[config.mk]
export PLATFORM = sky130hd
export DESIGN_NAME = etpc_ctrl
export DESIGN_NICKNAME = d
export VERILOG_FILES = /design/src/etpc_pkg.sv /design/src/etpc_ctrl.sv
export SDC_FILE = /design/constraint.sdc
export NUM_CORES = 1
export LEC_CHECK = 0
export ABC_CLOCK_PERIOD_IN_PS = 3400
export BUFFER_PORTS_ARGS = -buffer_cell sky130_fd_sc_hd__buf_2
export CAP_MARGIN = 20
export CORE_MARGIN = 2
export CORE_UTILIZATION = 30
export DETAILED_ROUTE_END_ITERATION = 12
export GPL_ROUTABILITY_DRIVEN = 0
export GPL_TIMING_DRIVEN = 0
export PLACE_DENSITY = 0.5
export SLEW_MARGIN = 20
export SYNTH_ARGS = -nofsm -noshare
export SYNTH_HDL_FRONTEND = slang
export SYNTH_SLANG_ARGS = --single-unit
[constraint.sdc]
create_clock -name clk -period 3.4 [get_ports clk]
set_input_delay 1.02 -clock clk [delete_from_list [all_inputs] [get_ports clk]]
set_output_delay 1.02 -clock clk [all_outputs]
set_load 0.01 [all_outputs]
[src/etpc_pkg.sv]
// ----------------------------------------------------------------------------
// etpc_pkg
// Shared types, constants and saturating fixed-point helpers for the
// escape-time point classifier.
// ----------------------------------------------------------------------------
`default_nettype none

package etpc_pkg;

	// Field widths at the ports (fixed)
	localparam int IN_WIDTH      = 32;
	localparam int CFG_IDX_WIDTH = 2;
	localparam int CNT_WIDTH     = 10;

	// Internal fixed-point format
	localparam int COORD_WIDTH = 32;
	localparam int FRAC_BITS   = 24;
	localparam int PROD_WIDTH  = 2 * COORD_WIDTH;
	localparam int WIDE_WIDTH  = 2 * COORD_WIDTH + 1;

	typedef logic signed [COORD_WIDTH-1:0] coord_t;
	typedef logic signed [PROD_WIDTH-1:0]  prod_t;
	typedef logic signed [WIDE_WIDTH-1:0]  wide_t;
	typedef logic [CNT_WIDTH-1:0]          cnt_t;

	// Register map
	localparam logic [CFG_IDX_WIDTH-1:0] REG_SEED_REAL = 2'd0;
	localparam logic [CFG_IDX_WIDTH-1:0] REG_SEED_IMAG = 2'd1;
	localparam logic [CFG_IDX_WIDTH-1:0] REG_MAX_TESTS = 2'd2;

	localparam logic signed [IN_WIDTH-1:0] SEED_REAL_RST = 32'sd27605854;
	localparam logic signed [IN_WIDTH-1:0] SEED_IMAG_RST = 32'sd16164783;
	localparam cnt_t                       MAX_TESTS_RST = 10'd50;

	// Saturation limits, held in the wide format
	localparam wide_t VMAX_W = wide_t'({1'b0, {(COORD_WIDTH-1){1'b1}}});
	localparam wide_t VMIN_W = -VMAX_W - wide_t'(1);

	function automatic coord_t sat(input wide_t x);
		coord_t r;
		if (x > VMAX_W) begin
			r = VMAX_W[COORD_WIDTH-1:0];
		end else if (x < VMIN_W) begin
			r = VMIN_W[COORD_WIDTH-1:0];
		end else begin
			r = x[COORD_WIDTH-1:0];
		end
		return r;
	endfunction

	function automatic coord_t sadd(input coord_t a, input coord_t b);
		return sat(wide_t'(a) + wide_t'(b));
	endfunction

	function automatic coord_t ssub(input coord_t a, input coord_t b);
		return sat(wide_t'(a) - wide_t'(b));
	endfunction

	// Raw product -> floor shift by FRAC_BITS -> saturate
	function automatic coord_t pscale(input prod_t p);
		return sat(wide_t'(p >>> FRAC_BITS));
	endfunction

	// 1.0 and 4.0, clamped if the format cannot hold them
	localparam coord_t ONE = sat(wide_t'(1) <<< FRAC_BITS);
	localparam coord_t ESC = sat(wide_t'(4) <<< FRAC_BITS);

	// Datapath commands
	typedef enum logic [2:0] {
		CMD_NOP,
		CMD_LOAD,
		CMD_SQ,
		CMD_LIN,
		CMD_UV,
		CMD_MC1,
		CMD_MC2,
		CMD_UPD
	} dp_cmd_t;

	typedef struct packed {
		logic escape;
	} dp_status_t;

	typedef struct packed {
		logic                     en;
		logic [CFG_IDX_WIDTH-1:0] index;
		logic [IN_WIDTH-1:0]      data;
	} cfg_wr_t;

	typedef struct packed {
		coord_t seed_real;
		coord_t seed_imag;
		cnt_t   max_tests;
	} cfg_t;

endpackage

`default_nettype wire

[src/etpc_ctrl.sv]
// ----------------------------------------------------------------------------
// etpc_ctrl
// Sequencer: steps the datapath through one iteration, counts tests,
// raises the result strobe.
// ----------------------------------------------------------------------------
`default_nettype none

module etpc_ctrl (
	input  wire                         clk,
	input  wire                         arst_n,
	input  wire                         start,
	input  wire etpc_pkg::cnt_t         max_tests,
	input  wire etpc_pkg::dp_status_t   status,
	output etpc_pkg::dp_cmd_t           cmd,
	output logic                        busy,
	output logic                        done,
	output logic                        inside_res
);
	import etpc_pkg::*;

	typedef enum logic [2:0] {
		ST_IDLE,
		ST_TEST,
		ST_LIN,
		ST_UV,
		ST_MC1,
		ST_MC2,
		ST_UPD
	} state_t;

	state_t state_q;
	cnt_t   t_q;
	logic   done_q;
	logic   inside_q;
	logic   go_on;

	// another test is due while t + 1 < max_tests
	assign go_on = ({1'b0, t_q} + (CNT_WIDTH+1)'(1)) < {1'b0, max_tests};

	always_comb begin
		unique case (state_q)
			ST_IDLE: cmd = start ? CMD_LOAD : CMD_NOP;
			ST_TEST: cmd = go_on ? CMD_SQ : CMD_NOP;
			ST_LIN:  cmd = CMD_LIN;
			ST_UV:   cmd = CMD_UV;
			ST_MC1:  cmd = CMD_MC1;
			ST_MC2:  cmd = CMD_MC2;
			ST_UPD:  cmd = CMD_UPD;
			default: cmd = CMD_NOP;
		endcase
	end

	always_ff @(posedge clk or negedge arst_n) begin
		if (!arst_n) begin
			state_q  <= ST_IDLE;
			t_q      <= '0;
			done_q   <= 1'b0;
			inside_q <= 1'b0;
		end else begin
			done_q <= 1'b0;
			unique case (state_q)
				ST_IDLE: begin
					if (start) begin
						t_q     <= '0;
						state_q <= ST_TEST;
					end
				end
				ST_TEST: begin
					if (go_on) begin
						state_q <= ST_LIN;
					end else begin
						done_q   <= 1'b1;
						inside_q <= 1'b1;
						state_q  <= ST_IDLE;
					end
				end
				ST_LIN: state_q <= ST_UV;
				ST_UV: begin
					if (status.escape) begin
						done_q   <= 1'b1;
						inside_q <= 1'b0;
						state_q  <= ST_IDLE;
					end else begin
						state_q <= ST_MC1;
					end
				end
				ST_MC1: state_q <= ST_MC2;
				ST_MC2: state_q <= ST_UPD;
				ST_UPD: begin
					t_q     <= t_q + cnt_t'(1);
					state_q <= ST_TEST;
				end
				default: state_q <= ST_IDLE;
			endcase
		end
	end

	assign busy       = (state_q != ST_IDLE);
	assign done       = done_q;
	assign inside_res = inside_q;

`ifndef ASSERT_OFF
	a_done_idle: assert property (@(posedge clk) disable iff (!arst_n)
		done_q |-> (state_q == ST_IDLE))
		else $error("result strobe while sequencer busy");

	a_done_single: assert property (@(posedge clk) disable iff (!arst_n)
		done_q |=> !done_q)
		else $error("result strobe held two cycles");

	a_accept_busy: assert property (@(posedge clk) disable iff (!arst_n)
		(start && (state_q == ST_IDLE)) |=> (state_q == ST_TEST))
		else $error("accepted point did not start a test");

	a_load_on_accept: assert property (@(posedge clk) disable iff (!arst_n)
		(cmd == CMD_LOAD) |-> (start && (state_q == ST_IDLE)))
		else $error("datapath load outside an accept");
`endif

endmodule

`default_nettype wire

==> flow_summary.toml <==
[routing]
ant_nets = 0
first_iter_violations = 26
wl_per_cell_um = 11.61
drc = 0
vias_per_cell = 4.756
via_count = 937
dr.pass1.iters = 4
routed_wl_um = 2287

[clock_tree]
ctsHoldBuffers = 0
clockRootBuffer = "clkbuf_4"
clock_latency_ns = 0.28
cts.clk_slew.worst_paths_ns = 0.10
cts_max_level = 1
cts_buffer_depth = 2
numCtsBuffers = 3
cts_sinks = 15
cts_tree = "done"

[critical_path]
arrival_ns = 2.44
crit_required_ns = 2.38
critPathKind = "flop to output port"
crit_chain = "buf_6 -> nand3_2 -> or3b_4 -> nor2_4 -> xor2_2 -> ha_4 -> a21oi_2 -> o22a_1 -> o21ai_2 -> o21ai_1 -> buf_2"
path_buf_inv = 2
worst_setup_path_start_kind = "flop"
endpoint_kind = "output port"
cp_max_fo = 3
critPathTopFamily = "simple AND/OR/NAND/NOR gates"
reg2reg_depth = 11
crit_slowest_cell = "or3b_4"
slowest_delay_ns = 0.42
crit_cells = 11

[floorplanning]
die_h_um = 63.23
rows = 21
start_util_pct = 31.29
pin_count = 20
design.core.area_um2 = 3363
die_x_um = 63.23
die_area_um2 = 3997

[grt]
overflow = 0
grt_pass1_vias = 913
grt_max_degree = 16
antenna_found_initial = 0
grt_pass1_wl_um = 3919
grtUsageTotal_pct = 12.11

[sta]
drv_slew = 0
setup_violations = 1
whs_ns = 0.5419
final-hold-violation-count = 0
clock_skew_ns = 0.009813
worstMarginPinSlew_ns = 0.5219
maxSlewHeadroom_pct = 65.21
finalCriticalPeriod_ns = 3.465
period_share_pct = 101.9
fin_ws_ns = -0.06479
rsz0062_at_grt = "yes"
max_freq_mhz = 288.6

[cells_and_area]
nFillCells = 370
nNetsFinal = 176
syn2layout_area_growth_pct = 27.71
final_core_util_pct = 39.96
antenna_cells = 0
drive_above_1_share_pct = 31.79

[pwr]
internal-power_mw = 0.4119
swShare_pct = 41.60
pwr-share-clk_pct = 14.7
powerDensity_nw_per_um2 = 524.9
comb_power_share_pct = 50.7
switchingPower_mw = 0.2934
irDropWorstVdd_mv = 0.3259
cellLeakagePower_nw = 0.6863
seq_power_share_pct = 34.6
finalPower_mw = 0.7053

[place]
io_buffer_count = 19
dp_slack_ns = -0.01077
hpwl_um = 1651

[outcome]
violations = "negative setup slack"
status = "finished, violations left"

[yosys]
netlist_instances = 119
ys_warn_count = 0
yosysSeqAreaShare_pct = 35.67
synthDistinctLibCells = 36
synth_seq_cells = 15
netlist.area_leader.share_pct = 35.67
synth_fp_nets = 143
synth_area_leaders = "dfrtp_1 (36%), ha_1 (12%), inv_1 (4.3%)"
synth_area_per_cell_um2 = 8.843
yosys.area.top_type = "dfrtp_1"
synth.cell_area_um2 = 1052

[hold_path]
holdPathStages = 1
hp-class = "flop to flop"

[run]
max-cap-violations = 0
==> logic make-up (layout without fill, tap and decap cells) <==
logic type / after synthesis / count (layout) / synth area share [%]
flip-flops: 15 / 15 / 35.67
adder cells (fa/ha/maj): 10 / 10 / 11.89
AND/OR/NAND/NOR: 35 / 35 / 17.48
XOR/XNOR: 9 / 9 / 8.205
buffers and inverters: 16 / 48 / 5.826
AO/OA/AOI/OAI: 34 / 34 / 20.93
==> cell type report <==
cell class              count  area (um^2)  share of cell area [%]
flip-flops and latches     15        376.6                   28.03
plain buffers               3        12.51                  0.9311
multi-input cells          88        655.6                   48.79
inverters                  13        48.80                   3.631
repair buffers             28        166.4                   12.38
well taps                  46        57.56                   4.283
clock buffers               4        26.28                   1.955
==> per-stage QoR <==
| stage | instance area, um^2 | std cells | setup TNS (ns) |
|---|---|---|---|
| floorplan | 1052 | 119 | 0 |
| global placement | 1205 | 184 | -0.01879 |
| detailed placement | 1205 | 184 | -0.01077 |
| CTS | 1311 | 195 | -0.09956 |
| global route | 1344 | 197 | -0.1916 |
| finish | 1344 | 197 | -0.06479 |
==> repair_timing <==
item / in CTS / in global routing
pin swaps: 7 / 2
buffers inserted: 7 / 2
setup endpoints to repair: 1 / 1
gates resized for setup: 7 / 3
==> final timing paths <==
kind                              endpoint   start  slack [ns]
worst min register to register      t_q[6]  t_q[6]        0.54
worst max-delay path                cmd[1]  t_q[0]       -0.06
worst min-delay path                t_q[6]  t_q[6]        0.54
min in group asynchronous           t_q[8]  arst_n        0.63
max in group asynchronous           t_q[2]  arst_n        2.47
worst max register to register  inside_res  t_q[0]        1.03
==> state kept, by name, indices dropped and copies added, names as in the netlist <==
register / cells
t_q: 10
inside_res: 1
done: 1
state_q: 3
==> Yosys cell counts <==
master and n:
o211a_1 1, xor2_1 3, xor2_2 1, o31ai_1 2
a41oi_1 1, a21oi_1 7, o22a_1 1, or2_1 1
nor2_4 1, a31o_1 1, buf_2 1, inv_2 1
o21ai_0 7, ha_1 10, or3_1 1, xnor2_1 5
and3_2 1, o21ai_1 5, o22ai_1 1, and2_1 2
or3b_4 1, dfrtp_1 15, and4_2 1, nor2_2 1
a21o_1 2, a21oi_2 1, nor2_1 6, a22o_1 5
inv_1 12, nand4_1 1, clkbuf_1 2, nor3_1 2
nand3_1 4, nand2_1 11, nand2b_1 1, and3_1 1
==> cell usage in the layout (no fill, tap or decap), types with 4 or more instances in the layout <==
cell type	synthesis	final
nand2_1	11	11
o21ai_0	7	7
inv_1	12	12
xnor2_1	5	5
a22o_1	5	5
a21oi_1	7	5
ha_1	10	8
o21ai_1	5	4
buf_4	0	8
dfrtp_1	15	14
buf_2	1	20
nor2_1	6	6
==> routing by layer <==
layer | track usage [%] | vias to the layer above | wire length, um
met5 | 0 | - | 0
met4 | 4.076 | 0 | 19
met3 | 2.143 | 2 | 57
met2 | 20.74 | 14 | 1081
met1 | 15.37 | 443 | 1127
li1 | - | 478 | -
==> power groups by stage <==
stage,clock network [mW],logic (mW),registers (mW)
6_report,0.104,0.357,0.244
5_1_grt,0.119,0.397,0.250
3_5_place_dp,0,0.307,0.254
4_1_cts,0.108,0.356,0.244
2_1_floorplan,0,0.204,0.250
3_3_place_gp,0,0.306,0.252
Power figures use the tool's default switching activity.
