[src/etpc_pkg.sv]
// ----------------------------------------------------------------------------
// etpc_pkg
// Shared types, constants and saturating fixed-point helpers for the
// escape-time point classifier.
// ----------------------------------------------------------------------------
`default_nettype none

package etpc_pkg;

	// Field widths at the ports (fixed)
	localparam int IN_WIDTH      = 32;
	localparam int CFG_IDX_WIDTH = 2;
	localparam int CNT_WIDTH     = 10;

	// Internal fixed-point format
	localparam int COORD_WIDTH = 32;
	localparam int FRAC_BITS   = 24;
	localparam int PROD_WIDTH  = 2 * COORD_WIDTH;
	localparam int WIDE_WIDTH  = 2 * COORD_WIDTH + 1;

	typedef logic signed [COORD_WIDTH-1:0] coord_t;
	typedef logic signed [PROD_WIDTH-1:0]  prod_t;
	typedef logic signed [WIDE_WIDTH-1:0]  wide_t;
	typedef logic [CNT_WIDTH-1:0]          cnt_t;

	// Register map
	localparam logic [CFG_IDX_WIDTH-1:0] REG_SEED_REAL = 2'd0;
	localparam logic [CFG_IDX_WIDTH-1:0] REG_SEED_IMAG = 2'd1;
	localparam logic [CFG_IDX_WIDTH-1:0] REG_MAX_TESTS = 2'd2;

	localparam logic signed [IN_WIDTH-1:0] SEED_REAL_RST = 32'sd27605854;
	localparam logic signed [IN_WIDTH-1:0] SEED_IMAG_RST = 32'sd16164783;
	localparam cnt_t                       MAX_TESTS_RST = 10'd50;

	// Saturation limits, held in the wide format
	localparam wide_t VMAX_W = wide_t'({1'b0, {(COORD_WIDTH-1){1'b1}}});
	localparam wide_t VMIN_W = -VMAX_W - wide_t'(1);

	function automatic coord_t sat(input wide_t x);
		coord_t r;
		if (x > VMAX_W) begin
			r = VMAX_W[COORD_WIDTH-1:0];
		end else if (x < VMIN_W) begin
			r = VMIN_W[COORD_WIDTH-1:0];
		end else begin
			r = x[COORD_WIDTH-1:0];
		end
		return r;
	endfunction

	function automatic coord_t sadd(input coord_t a, input coord_t b);
		return sat(wide_t'(a) + wide_t'(b));
	endfunction

	function automatic coord_t ssub(input coord_t a, input coord_t b);
		return sat(wide_t'(a) - wide_t'(b));
	endfunction

	// Raw product -> floor shift by FRAC_BITS -> saturate
	function automatic coord_t pscale(input prod_t p);
		return sat(wide_t'(p >>> FRAC_BITS));
	endfunction

	// 1.0 and 4.0, clamped if the format cannot hold them
	localparam coord_t ONE = sat(wide_t'(1) <<< FRAC_BITS);
	localparam coord_t ESC = sat(wide_t'(4) <<< FRAC_BITS);

	// Datapath commands
	typedef enum logic [2:0] {
		CMD_NOP,
		CMD_LOAD,
		CMD_SQ,
		CMD_LIN,
		CMD_UV,
		CMD_MC1,
		CMD_MC2,
		CMD_UPD
	} dp_cmd_t;

	typedef struct packed {
		logic escape;
	} dp_status_t;

	typedef struct packed {
		logic                     en;
		logic [CFG_IDX_WIDTH-1:0] index;
		logic [IN_WIDTH-1:0]      data;
	} cfg_wr_t;

	typedef struct packed {
		coord_t seed_real;
		coord_t seed_imag;
		cnt_t   max_tests;
	} cfg_t;

endpackage

`default_nettype wire

[src/etpc_cfg_regs.sv]
// ----------------------------------------------------------------------------
// etpc_cfg_regs
// Configuration register file: map seed and test limit.
// ----------------------------------------------------------------------------
`default_nettype none

module etpc_cfg_regs (
	input  wire                     clk,
	input  wire                     arst_n,
	input  wire etpc_pkg::cfg_wr_t  wr,
	output etpc_pkg::cfg_t          cfg
);
	import etpc_pkg::*;

	coord_t seed_real_q;
	coord_t seed_imag_q;
	cnt_t   max_tests_q;

	always_ff @(posedge clk or negedge arst_n) begin
		if (!arst_n) begin
			seed_real_q <= sat(wide_t'(SEED_REAL_RST));
			seed_imag_q <= sat(wide_t'(SEED_IMAG_RST));
			max_tests_q <= MAX_TESTS_RST;
		end else if (wr.en) begin
			unique case (wr.index)
				REG_SEED_REAL: seed_real_q <= sat(wide_t'($signed(wr.data)));
				REG_SEED_IMAG: seed_imag_q <= sat(wide_t'($signed(wr.data)));
				REG_MAX_TESTS: max_tests_q <= wr.data[CNT_WIDTH-1:0];
				default: ; // unmapped index: ignored
			endcase
		end
	end

	assign cfg.seed_real = seed_real_q;
	assign cfg.seed_imag = seed_imag_q;
	assign cfg.max_tests = max_tests_q;

endmodule

`default_nettype wire

[config.mk]
export PLATFORM = sky130hd
export DESIGN_NAME = etpc_cfg_regs
export DESIGN_NICKNAME = d
export VERILOG_FILES = /design/src/etpc_pkg.sv /design/src/etpc_cfg_regs.sv
export SDC_FILE = /design/constraint.sdc
export NUM_CORES = 1
export LEC_CHECK = 0
export ABC_CLOCK_PERIOD_IN_PS = 1300
export BUFFER_PORTS_ARGS = -buffer_cell sky130_fd_sc_hd__buf_4
export CORE_ASPECT_RATIO = 0.5
export CORE_MARGIN = 5
export CORE_UTILIZATION = 35
export DETAILED_ROUTE_END_ITERATION = 16
export GPL_TIMING_DRIVEN = 1
export PLACE_DENSITY = 0.63
export SLEW_MARGIN = 15
export SYNTH_ARGS = -nofsm -noshare
export SYNTH_HDL_FRONTEND = slang
export SYNTH_SLANG_ARGS = --single-unit
[constraint.sdc]
create_clock -name clk -period 1.3 [get_ports clk]
set_clock_uncertainty 0.1 [all_clocks]
set_input_delay 0.26 -clock clk [delete_from_list [all_inputs] [get_ports clk]]
set_output_delay 0.26 -clock clk [all_outputs]
set_load 0.05 [all_outputs]
==> results_dict.tcl, run 1 <==
set metrics [dict create \
    final_cell_mix "buf_4 (76), mux2_2 (72), dfrtp_1 (39), dfstp_2 (35), buf_8 (35)" \
    die_h_um 73.6 \
    htree_levels 3 \
    antennaDiodeCount 0 \
    hold_end "seed_imag_q[31]" \
    first_iter_violations 63 \
    wl_um 6480 \
    grt_max_degree 30 \
    path_cells "buf_8" \
    cap_viol_max_count 0 \
    grt_pass1_wl_um 10600 \
    num_io_pins 111 \
    dpl_cell_area_mm2 0.00385 \
    nNetsFinal 319 \
    crit_family "flip-flops" \
    firstDrtPassIters 2 \
    syn-cell-area_mm2 0.00284 \
    report.final.slew_viol_count 0 \
    ant_nets 0 \
    gr-total-overflow 0 \
    max_freq_ghz 0.722 \
    rsz0062_at_grt "yes" \
    cts_sinks 74 \
    fin_util_pct 55.7 \
    reg2regPathDepth 1 \
    finalCritPeriodShare_pct 107 \
    yosys.area.top_type "dfrtp_1" \
    power_density_mw_per_mm2 2000 \
    drive_gt1_share_pct 84.3 \
    max_stage_delay_ns 0.55 \
    cp_data_required_time_ns 0.94 \
    fin_area_mm2 0.00442 \
    cts_setup_buffers 0 \
    yosysSeqAreaShare_pct 66.9 \
    status "finished with violations" \
    start_kind "flip-flop" \
    post-place-ws_ns -0.171 \
    timing.hold.ws_ns 0.0780 \
    critPathBufInv 1 \
    syn_inst 158 \
    synth_seq_cells 74 \
    port_buffers 110 \
    crit_arrival_ns 1.02 \
    clkLatencyLatePin_ns 0.32 \
    gp_congestion 0.751 \
    grt_pass1_vias 2140 \
    cts_tree "done" \
    synth_fp_nets 195 \
    yosys_warnings 0 \
    slew_headroom_pct 80.7 \
    hold_start "wr[31]" \
    drc 0 \
    grtUsageTotal_pct 13.8 \
    rrSetupSlack_ns 0.41 \
    path_max_fanout 2 \
    vias_per_cell 4.47 \
    initial_core_util_pct 35.7 \
    die_w_um 137 \
    hold_viol_final 0 \
    netlist_top_cells_area "dfrtp_1 (34%), dfstp_2 (32%), mux2_2 (29%), clkbuf_8 (1.5%), buf_4 (0.79%)" \
    worst_r2r_endpoint "seed_imag_q[14]" \
    rows 23 \
    finalSetupTns_ns -2.50 \
    wire_per_inst_um 16.2 \
    final_common_cell "buf_4" \
    fin_ws_ns -0.0847 \
    cts_root_buffer "clkbuf_16" \
    leakagePower_uw 0.00198 \
    worstSetupPathType "reg -> out" \
    setup_viol 35 \
    core_area_mm2 0.00794 \
    r2r-start "seed_imag_q[14]" \
    area_growth_pct 56.0 \
    die_area_mm2 0.0101 \
    fin_crit_ns 1.38 \
    hold_depth 2 \
    vdd_drop_max_uv 1020 \
    synth.avg_cell_area_um2 17.9 \
    clk_pin_slew_worst_paths_ns 0.06 \
    violations "negative setup slack" \
    synth_top_area_share_pct 34.4 \
    end_kind "output port" \
    hpwlAfterDp_um 4840 \
    via_count 1783 \
    yosysUniqueCellTypes 10 \
    tightest_slew_ns 0.289 \
    cts_buffer_depth 2 \
    hp-class "in -> reg" \
    cts_buffers 9 \
    antenna_found_initial 0 \
    critPathSlowestCell "dfstp_2" \
]
## cells by family after synthesis
family	count (synthesis)	share of synthesized area, %
flip-flops	74	66.9
buffers and inverters	7	2.43
AND/OR/NAND/NOR	3	1.32
multiplexers	74	29.4
## worst max path at each step
stage                    startpoint              end  slack [ns]  depth (start not counted)
detailed placement           wr[33]  seed_real_q[20]       -0.17                          4
floorplan                    wr[33]  seed_real_q[10]        0.03                          3
finish               max_tests_q[4]           cfg[4]       -0.08                          1
global placement             wr[33]  seed_real_q[20]       -0.13                          4
global route         seed_real_q[8]          cfg[50]       -0.12                          1
CTS                 seed_imag_q[22]          cfg[32]       -0.10                          1
## layer usage
| layer | vias up | share of wire, % | track usage (%) |
|---|---|---|---|
| li1 | 805 | - | - |
| met1 | 929 | 35 | 14.0 |
| met2 | 37 | 59 | 26.7 |
| met3 | 12 | 3.6 | 4.31 |
| met4 | 0 | 2.1 | 5.42 |
| met5 | - | 0 | 0 |
## synth_stat cells
cell type  instances
clkbuf_8           3
nand3b_1           1
buf_2              1
nand3b_2           1
dfrtp_1           39
mux2_1             2
buf_4              3
nor3b_4            1
mux2_2            72
dfstp_2           35
## cell type report
type / instances / area [um2]
Tap cell: 112 / 140
Fill cell: 662 / 3520
Multi-Input combinational cell: 77 / 871
Clock inverter: 2 / 10.0
Timing Repair Buffer: 120 / 1230
Sequential cell: 74 / 1900
Clock buffer: 14 / 274
## flip-flops by register name (all words and copies together), names as in the netlist
| signal | flops |
|---|---|
| seed_real_q | 32 |
| seed_imag_q | 32 |
| max_tests_q | 10 |
## stage by stage
step           std cells  power [uW]
6_report             399        8850
3_3_place_gp         382        6160
3_5_place_dp         382        6220
2_1_floorplan        158        5180
5_1_grt              399        9200
4_1_cts              399        8940
## report_power, final
part	internal, uW	switching (uW)
Combinational	1300	2010
Sequential	2910	327
Clock	1440	856
Total	5650	3200
## repair_timing
| item | in CTS | in global routing |
|---|---|---|
| setup endpoints to repair | 35 | 39 |
| hold buffers | 1 | 0 |
| resized for setup | 70 | 4 |
| hold endpoints to repair | 18 | 0 |
| cloned | 0 | 0 |
No activity file was read; power rests on OpenSTA's default activity.
==> inputs of run 2 (changes only) <==
--- a/config.mk
+++ b/config.mk
@@ -6,10 +6,11 @@
 export NUM_CORES = 1
 export LEC_CHECK = 0
 export ABC_CLOCK_PERIOD_IN_PS = 1300
-export BUFFER_PORTS_ARGS = -buffer_cell sky130_fd_sc_hd__buf_4
+export BUFFER_PORTS_ARGS = -buffer_cell sky130_fd_sc_hd__buf_2
 export CORE_ASPECT_RATIO = 0.5
 export CORE_MARGIN = 5
 export CORE_UTILIZATION = 35
+export CTS_BUF_LIST = sky130_fd_sc_hd__clkbuf_16
 export DETAILED_ROUTE_END_ITERATION = 16
 export GPL_TIMING_DRIVEN = 1
 export PLACE_DENSITY = 0.63
==> results_dict.tcl, run 2 (synthesis gave the netlist of run 1 again) <==
set metrics [dict create \
    status "finished with violations" \
    violations "negative setup slack" \
    slew_headroom_pct 81.1 \
    critPathSlowestCell "dfstp_2" \
    finalSetupTns_ns -2.50 \
    fin_area_mm2 0.00434 \
    grtUsageTotal_pct 13.4 \
    path_cells "buf_8" \
    cp_data_required_time_ns 0.94 \
    wl_um 6340 \
    max_freq_ghz 0.721 \
    core_area_mm2 0.00794 \
    vias_per_cell 4.46 \
    worst_r2r_endpoint "seed_real_q[21]" \
    final_common_cell "mux2_2" \
    cts_root_buffer "clkbuf_16" \
    reg2regPathDepth 2 \
    dpl_cell_area_mm2 0.00357 \
    power.total_uw 8810 \
    port_buffers 110 \
    r2r-start "seed_real_q[21]" \
    start_kind "flip-flop" \
    hold_start "wr[28]" \
    swShare_pct 36.1 \
    seqPwrFrac_pct 36.5 \
    rows 23 \
    hold_viol_final 0 \
    antennaDiodeCount 0 \
    hpwlAfterDp_um 4670 \
    leakagePower_uw 0.00196 \
    tightest_slew_ns 0.284 \
    critPathBufInv 1 \
    worstSetupPathType "reg -> out" \
    ant_nets 0 \
    htree_levels 3 \
    cap_viol_max_count 0 \
    timing.hold.ws_ns 0.0824 \
    cts_sinks 74 \
    fin_crit_ns 1.39 \
    internal_power_uw 5630 \
    crit_family "flip-flops" \
    num_io_pins 111 \
    via_count 1787 \
    hold_depth 2 \
    finalCritPeriodShare_pct 107 \
    final_cell_mix "mux2_2 (72), dfrtp_1 (39), buf_2 (36)" \
    nNetsFinal 321 \
    power_density_mw_per_mm2 2030 \
    grt_pass1_vias 2028 \
    hold_end "seed_real_q[28]" \
    rsz0062_at_grt "yes" \
    cts_buffer_depth 2 \
    hp-class "in -> reg" \
    grt_pass1_wl_um 10100 \
    area_growth_pct 53.0 \
    setup_viol 35 \
    path_max_fanout 2 \
    grt_max_degree 55 \
    vdd_drop_max_uv 833 \
    cts_buffers 9 \
    end_kind "output port" \
    report.final.slew_viol_count 0 \
    power.share.combinational_pct 37.4 \
    reg_top3 "seed_imag_q x32, seed_real_q x32, max_tests_q x10" \
    p_clk_share_pct 26.1 \
    firstDrtPassIters 3 \
    clkLatencyLatePin_ns 0.32 \
    drive_gt1_share_pct 83.4 \
    drc 0 \
    wire_per_inst_um 15.8 \
    die_h_um 73.6 \
    p_sw_uw 3180 \
    fin_ws_ns -0.0876 \
    initial_core_util_pct 35.7 \
    gp_congestion 0.754 \
    max_stage_delay_ns 0.55 \
    first_iter_violations 55 \
    rrSetupSlack_ns 0.37 \
    gr-total-overflow 0 \
    antenna_found_initial 0 \
    die_area_mm2 0.0101 \
    die_w_um 137 \
    post-place-ws_ns -0.177 \
    crit_arrival_ns 1.03 \
    clk_pin_slew_worst_paths_ns 0.05 \
    cts_tree "done" \
]
run 2: cell types whose count changed in the layout (fill, tap and decap cells not counted), sizes merged:
cell and change:
inv +2, clkbuf +3, buf -6, bufinv +1, clkinv +2
run 2: worst register-to-register path: cells and delay by family, from the launching register on:
family                 cells  cell delay (ns)
DFF                        1             0.54
muxes                      1             0.13
buffers and inverters      1             0.10
run 2: power groups by stage:
stage | combinational, uW | clock [uW] | sequential [uW]
after floorplan | 449 | 0 | 4740
after global placement | 2710 | 0 | 3130
after detailed placement | 2740 | 0 | 3140
after CTS | 3270 | 2370 | 3220
after global routing | 3420 | 2480 | 3270
final | 3290 | 2300 | 3220
run 2: worst max-delay path by stage:
stage	from	end	slack, ns	depth (start not counted)
after floorplan	wr[33]	seed_real_q[10]	0.03	3
after global placement	wr[33]	seed_real_q[20]	-0.15	4
after detailed placement	wr[33]	seed_real_q[14]	-0.18	4
after CTS	seed_imag_q[8]	cfg[18]	-0.11	1
after global routing	seed_imag_q[8]	cfg[18]	-0.12	1
final	seed_imag_q[8]	cfg[18]	-0.09	1
run 2: area by class of cell:
cell class	instances	area, um2
clock inverters	7	53.8
well taps	112	140
multi-input cells	77	871
flip-flops and latches	74	1900
fillers	680	3600
clock buffers	9	225
repair buffers	122	1150
run 2: metal layers:
metal	track usage (%)	share of wire (%)
met5	0	0
met2	25.8	59
met4	6.19	1.4
met3	3.97	3.9
met1	13.4	36
run 2: timing repair:
| action | 4_1_cts | 5_1_grt |
|---|---|---|
| setup endpoints to repair | 60 | 52 |
| buffers inserted | 2 | 0 |
| pin swaps | 0 | 0 |
| gates cloned | 0 | 0 |
| hold endpoints to repair | 39 | 0 |
| gates resized for setup | 130 | 23 |
| hold buffers | 1 | 0 |
run 2: stage by stage:
step	util [%]	instances
after global placement	45.0	382
after global routing	54.6	401
after CTS	54.0	401
after detailed placement	45.0	382
final	54.6	401
after floorplan	-	158
